==> src/design/preta_pkg.sv <==
package preta_pkg;

  localparam int unsigned ValW      = 32;
  localparam int unsigned EtaW      = 20;
  localparam int unsigned PctW      = 7;
  localparam int unsigned SecsW     = 19;
  localparam int unsigned DividendW = 64;
  localparam int unsigned DivisorW  = 42;
  localparam int unsigned StepCntW  = 5;
  localparam int unsigned CfgIdxW   = 2;

  localparam int unsigned InDataW   = 96;
  localparam int unsigned OutDataW  = 128;
  localparam int unsigned OutUserW  = 2;

  localparam logic [ValW-1:0] RangeHighRst = 32'd1000;
  localparam int unsigned     SettleMs     = 3000;
  localparam int unsigned     EtaCapSecs   = 99 * 3600;
  localparam int unsigned     MsPerSec     = 1000;
  localparam int unsigned     PctScale     = 100;

  // last step index of each division, two quotient bits per step
  localparam logic [StepCntW-1:0] PctLastStep  = 5'd19;
  localparam logic [StepCntW-1:0] EtaLastStep  = 5'd31;
  localparam logic [StepCntW-1:0] RateLastStep = 5'd20;
  localparam int unsigned PctShift  = DividendW - 2 * (19 + 1);
  localparam int unsigned RateShift = DividendW - 2 * (20 + 1);

  localparam logic [CfgIdxW-1:0] CfgRangeLow  = 2'd0;
  localparam logic [CfgIdxW-1:0] CfgRangeHigh = 2'd1;

  localparam logic OpValue = 1'b0;

  typedef enum logic [3:0] {
    S_IDLE,
    S_CLAMP,
    S_TRACK,
    S_PCT,
    S_PCT_WAIT,
    S_ETA,
    S_ETA_WAIT,
    S_RATE,
    S_RATE_WAIT,
    S_OUT
  } state_e;

endpackage

==> src/design/preta_div.sv <==
module preta_div (
  input  logic                                 clk_i,
  input  logic                                 rst_ni,
  input  logic                                 start_i,
  input  logic [preta_pkg::StepCntW-1:0]       last_i,
  input  logic [preta_pkg::DividendW-1:0]      dividend_i,
  input  logic [preta_pkg::DivisorW-1:0]       divisor_i,
  output logic                                 done_o,
  output logic [preta_pkg::DividendW-1:0]      quotient_o
);

  logic                               busy_q;
  logic                               done_q;
  logic [preta_pkg::StepCntW-1:0]     cnt_q;
  logic [preta_pkg::DivisorW-1:0]     rem_q, rem_d;
  logic [preta_pkg::DivisorW-1:0]     dvs_q;
  logic [preta_pkg::DividendW-1:0]    quo_q, quo_d;

  // two restoring steps per cycle
  always_comb begin
    logic [preta_pkg::DivisorW:0] trial;
    rem_d = rem_q;
    quo_d = quo_q;
    for (int k = 0; k < 2; k++) begin
      trial = {rem_d, quo_d[preta_pkg::DividendW-1]};
      quo_d = {quo_d[preta_pkg::DividendW-2:0], 1'b0};
      if (trial >= {1'b0, dvs_q}) begin
        trial    = trial - {1'b0, dvs_q};
        quo_d[0] = 1'b1;
      end
      rem_d = trial[preta_pkg::DivisorW-1:0];
    end
  end

  always_ff @(posedge clk_i or negedge rst_ni) begin
    if (!rst_ni) begin
      busy_q <= 1'b0;
      done_q <= 1'b0;
      cnt_q  <= '0;
    end else begin
      done_q <= 1'b0;
      if (start_i) begin
        busy_q <= 1'b1;
        cnt_q  <= last_i;
      end else if (busy_q) begin
        if (cnt_q == '0) begin
          busy_q <= 1'b0;
          done_q <= 1'b1;
        end else begin
          cnt_q <= cnt_q - 1'b1;
        end
      end
    end
  end

  always_ff @(posedge clk_i) begin
    if (start_i) begin
      rem_q <= '0;
      quo_q <= dividend_i;
      dvs_q <= divisor_i;
    end else if (busy_q) begin
      rem_q <= rem_d;
      quo_q <= quo_d;
    end
  end

  assign done_o     = done_q;
  assign quotient_o = quo_q;

endmodule

==> config.mk <==
export PLATFORM = sky130hd
export DESIGN_NAME = preta_div
export DESIGN_NICKNAME = d
export VERILOG_FILES = /design/src/design/preta_pkg.sv /design/src/design/preta_div.sv
export SDC_FILE = /design/constraint.sdc
export NUM_CORES = 1
export LEC_CHECK = 0
export BUFFER_PORTS_ARGS = -buffer_cell sky130_fd_sc_hd__buf_2
export CORE_ASPECT_RATIO = 0.7
export CORE_MARGIN = 2
export CORE_UTILIZATION = 45
export DETAILED_ROUTE_END_ITERATION = 8
export PLACE_DENSITY = 0.66
export SETUP_SLACK_MARGIN = 0.5
export SYNTH_ARGS = -nofsm -noshare
export SYNTH_HDL_FRONTEND = slang
export SYNTH_SLANG_ARGS = --single-unit
==> constraint.sdc <==
create_clock -name clk_i -period 11.7 [get_ports clk_i]
set_input_delay 1.17 -clock clk_i [delete_from_list [all_inputs] [get_ports clk_i]]
set_output_delay 1.17 -clock clk_i [all_outputs]
set_load 0.05 [all_outputs]
After elaboration in Yosys (flattened, before gate mapping)
Cells that the tools add are included.
{ "word_totals": {"input_bits": 114, "out_inout_bits": 65, "reg_bits": 155} }
{ "op_classes": {"add_sub_neg": 3, "magnitude_cmp": 2, "n_mux": 15, "eq_ne": 1, "n_reduce_logical": 3} }
{ "ops": {"columns": ["op", "n"], "rows": [
  ["64-bit two-way mux", 2],
  ["43-bit by 42-bit >= comparator with 1-bit output", 2],
  ["42-bit two-way mux", 2],
  ["42-bit subtractor", 2],
  ["5-bit two-way mux", 3],
  ["1-bit two-way mux", 8],
  ["5-bit zero test", 1],
  ["5-bit by 1-bit subtractor with 5-bit output (second input constant)", 1],
  ["2-bit != test (second input constant)", 1],
  ["2-bit AND reduction", 1],
  ["2-bit nonzero test", 1]
]} }

Depth between registers and ports, before layout
{ "depth": {"word_depth": 6, "mapped_depth": 28, "mapped_depth_nobuf": 23} }

Least setup slack after synthesis
No wires, ideal clock.
{ "synth_timing": {"kind": "reg2reg", "from": "register quo_q, in the netlist quotient_o[63]", "to": "register rem_q[40] (netlist bit)", "t_required_ps": 11609, "arrival_ps": 5588, "path_slack_ps": 6021, "setup_time_ps": 91, "path_buffers": 1, "path_stages_with_launch": 25, "period_less_slack_ps": 5679, "cell_sequence": "edfxtp_1 -> inv_1 -> ha_1 -> inv_1 -> fa_1 -> a21o_1 -> nand4_1 -> a21oi_1 -> o311ai_0 -> and2_1 -> clkbuf_1 -> o21ai_0 -> xor2_1 -> mux2_2 -> ha_1 -> a21oi_1 -> o21ai_0 -> a21o_1 -> a221o_1 -> o41ai_1 -> a211oi_1 -> o31ai_1 -> a21oi_1 -> a311o_1 -> a311oi_1"} }
{ "synth_via": {"elab_chain_len": 4, "word_cells_on_any_way": 6, "classes_between": "add/sub (2); order compare (2); mux (2)"} }
{ "synth_lines": {"columns": ["item", "line", "rtl"], "rows": [
  ["start, declared", "preta_div.sv:17", "logic [preta_pkg::DividendW-1:0] quo_q, quo_d;"],
  ["start signal, assigned", "preta_div.sv:59", "quo_q <= dividend_i;"],
  ["start signal, assigned", "preta_div.sv:63", "quo_q <= quo_d;"],
  ["42-bit subtractor or 43-bit by 42-bit >= comparator with 1-bit output (tied branches)", "preta_div.sv:28, preta_div.sv:27", null],
  ["42-bit two-way mux (*)", "preta_div.sv:27", "if (trial >= {1'b0, dvs_q}) begin"],
  ["42-bit subtractor or 43-bit by 42-bit >= comparator with 1-bit output (tied branches)", "preta_div.sv:28, preta_div.sv:27", null],
  ["42-bit two-way mux (*)", "preta_div.sv:27", null],
  ["end signal, assigned", "preta_div.sv:62", "rem_q <= rem_d;"],
  ["end, declared", "preta_div.sv:15", "logic [preta_pkg::DivisorW-1:0] rem_q, rem_d;"]
]} }
Mark *: on every way between the ends. The rest lies on a longest branch, timed or not.
A chain may end at the register's enable or synchronous reset.

Worst setup path in the final report
{ "layout_timing": {"from": "register dvs_q[1] (netlist bit)", "to": "register rem_q[40] (netlist bit)"} }
{ "layout_via": {"elab_chain_len": 4, "word_cells_on_any_way": 6, "classes_between": "add/sub (2); order compare (2); mux (2)"} }
{ "layout_lines": {"columns": ["item", "line", "rtl"], "rows": [
  ["start, declared", "preta_div.sv:16", "logic [preta_pkg::DivisorW-1:0] dvs_q;"],
  ["start signal, assigned", "preta_div.sv:60", "dvs_q <= divisor_i;"],
  ["42-bit subtractor or 43-bit by 42-bit >= comparator with 1-bit output (tied branches)", "preta_div.sv:28, preta_div.sv:27", null],
  ["42-bit two-way mux", "preta_div.sv:27", null],
  ["42-bit subtractor or 43-bit by 42-bit >= comparator with 1-bit output (tied branches)", "preta_div.sv:28, preta_div.sv:27", null],
  ["42-bit two-way mux (*)", "preta_div.sv:27", null]
]} }
Marked as above.

==> impl_metrics.py <==
metrics = {
    "run_status": {
        "status": "completed",
    },
    "grt": {
        "grt-ovfl-total": 0,
        "grt_max_degree": 86,
        "grt_pass1_vias": 9783,
        "antenna_found_initial": 1,
        "groute.usage.overall_pct": 26.2,
        "grt_pass1_wl_um": 55600,
    },
    "placed_design": {
        "place_ws_ns": 4.72,
        "postPlaceCellArea_um2": 12800,
        "place_congestion": 0.989,
        "dp.final_hpwl_um": 27000,
        "io_buffers": 178,
    },
    "synthesis": {
        "synth_edf_count": 106,
        "yosysWarningCount": 0,
        "avgSynthCellArea_um2": 9.36,
        "syn_area_um2": 11700,
        "synth-seq-cells": 155,
        "ys_async_sr_fraction_pct": 4.52,
        "synth_nets": 1457,
        "synth_flop_cell": "edfxtp_1",
        "yosysSeqAreaShare_pct": 35.7,
        "ys_types": 74,
        "synthCells": 1255,
    },
    "route": {
        "antenna_left": 0,
        "vias_per_cell": 5.99,
        "first_iter_violations": 1118,
        "wl_per_cell_um": 20.3,
        "drtPass1Iterations": 5,
        "wl_um": 35500,
        "detailroute.via_count": 10453,
        "drc_errors": 0,
    },
    "timing": {
        "clock.fmax_ghz": 0.140,
        "setup_viol": 0,
        "clock_skew_ns": 0.0131,
        "tns_ns": 0,
        "fin_crit_sh_pct": 61.2,
        "holdWs_ns": 0.509,
        "final_max_slew_viol_count": 0,
        "hold_viol_final": 0,
        "max-slew-margin-rel_pct": 32.5,
        "rsz0062_at_grt": "no",
        "fin_crit_ns": 7.16,
        "tightest_slew_ns": 1.01,
        "setup_ws_ns": 4.54,
    },
    "die": {
        "die-area_um2": 27400,
        "die_h_um": 139,
        "io_pins": 179,
        "rows": 49,
        "core_um2": 25700,
        "start_util_pct": 45.7,
        "dieWidth_um": 197,
    },
    "clock_network": {
        "clock_path_buffers": 2,
        "cts_root_buf": "clkbuf_16",
        "ctsHtreeMaxLevel": 4,
        "clk_pin_slew_ns": 0.07,
        "clk_latency_ns": 0.46,
        "hold_buffers": 0,
        "cts_setup_buffers": 0,
        "tritoncts": "built",
        "ctsResizeCount": 0,
        "cts-buffers-inserted": 17,
        "cts_sinks": 155,
    },
    "setup_path": {
        "worstSetupPathType": "register to register",
        "critPathLaunchType": "register",
        "regToRegStartpoint": "dvs_q[1]",
        "worstSetupStartpoint": "dvs_q[1]",
        "cp.arrival_ns": 7.53,
        "critPathMaxFanout": 38,
        "critical_path_required_ns": 12.07,
        "cp-end-kind": "register",
    },
    "min_path": {
        "hold_start": "rem_q[9]",
        "hold_path.class": "register to register",
    },
    "finish": {
        "layout-drive-gt1-share_pct": 24.5,
        "area_growth_pct": 14.5,
        "fin_nets": 1604,
        "final_area_um2": 13400,
        "diodes": 0,
    },
    "power": {
        "p_leak_nw": 5.89,
        "peakVddDrop_uv": 202,
        "p_per_area_nw_per_um2": 309,
    },
    "run": {
        "cap_violations": 0,
    },
}
-- power by group --
group          internal, mW  leakage [nW]  switching [mW]
combinational          1.08          4.08            1.71
clock                 0.325         0.290           0.250
sequential            0.706          1.52          0.0773
total                  2.11          5.89            2.04
-- synthesized netlist by cell type (all sizes together), types with 10 or more instances --
cell type / number / area (um2)
clkbuf: 42 / 158
nand4: 17 / 106
a21o: 37 / 278
edfxtp: 106 / 3180
or3: 10 / 62.6
mux2: 95 / 1070
xor2: 22 / 193
nand2b: 12 / 75.1
dfxtp: 42 / 841
a31oi: 14 / 87.6
xnor2: 45 / 394
a311oi: 36 / 440
a21oi: 95 / 475
nand2: 133 / 499
nor3: 17 / 85.1
nand3: 25 / 130
o21bai: 11 / 93.8
nor2: 93 / 352
ha: 86 / 1080
o21a: 11 / 82.6
o21ai: 65 / 325
a211oi: 12 / 103
buf: 15 / 105
inv: 78 / 293
-- critical path, cell delays in order (launching register included) --
cell and delay (ns):
edfxtp_1 0.39, inv_1 0.11, ha_1 0.35, nand2_1 0.07
o21ai_1 0.45, a21oi_1 0.19, o2111ai_2 0.30, nand3_2 0.16
a211o_1 0.45, nand2_1 0.11, buf_4 0.50, mux2_2 0.43
ha_1 0.42, a21oi_1 0.23, o21ai_0 0.15, a221oi_2 0.44
a21boi_0 0.22, o41ai_1 0.81, a211oi_1 0.23, o31ai_1 0.36
a21oi_1 0.12, a311o_1 0.33, a311oi_1 0.23
-- final cells by class --
cell class	instances	area [um2]
Fill cell	2401	12200
Multi-Input combinational cell	965	6990
Sequential cell	155	4200
Timing Repair Buffer	185	950
Clock buffer	19	443
Tap cell	331	414
Inverter	78	293
Clock inverter	13	153
-- logic make-up after synthesis --
logic type | Yosys count | synth area share [%]
compound gates | 353 | 21.4
flops | 155 | 35.7
mux | 100 | 9.53
buf+inv | 135 | 4.73
simple gates | 357 | 14.1
fa+ha+maj | 88 | 9.50
xor+xnor | 67 | 5.00
-- sequential cells by signal, indices dropped and copies added, names as in the netlist --
signal / count
cnt_q: 5
rem_q: 42
done_o: 1
dvs_q: 42
busy_q: 1
quotient_o: 64
-- through the flow --
stage               instances  total power, mW  util (%)
global route             1746             4.43      52.3
floorplan                1255             2.89         -
CTS                      1746             4.10      52.3
finish                   1746             4.15      52.3
detailed placement       1714             3.51      50.0
global placement         1714             3.51      50.0
-- layer usage --
metal,part of all wire [%],GRT usage (%),vias to the layer above
met1,48,39.4,4977
met4,1.3,6.02,2
met2,41,37.3,496
li1,-,-,4942
met3,9.5,6.64,36
met5,0.020,0,-
-- worst paths after layout --
kind / end / slack [ns] / cells past startpoint
max: rem_q[40] / 4.54 / 22
min: rem_q[9] / 0.51 / 2
max reg2reg: rem_q[40] / 4.54 / 22
min reg2reg: rem_q[9] / 0.51 / 2
max in group asynchronous: busy_q / 10.98 / 1
min in group asynchronous: cnt_q[3] / 0.54 / 1
-- cell usage in the layout (no fill, tap or decap), types with 17 or more instances in the layout --
| cell | instances |
|---|---|
| buf_2 | 177 |
| nand2_1 | 133 |
| edfxtp_1 | 106 |
| a21oi_1 | 95 |
| mux2_2 | 93 |
| nor2_1 | 92 |
| ha_1 | 86 |
| inv_1 | 77 |
| o21ai_0 | 61 |
| xnor2_1 | 45 |
| dfxtp_1 | 42 |
| a21o_1 | 37 |
| nand3_1 | 24 |
| xor2_1 | 22 |
| a311oi_2 | 20 |
| nand4_1 | 17 |
| nor3_1 | 17 |
| clkbuf_16 | 17 |
No activity file was read; power rests on OpenSTA's default activity.
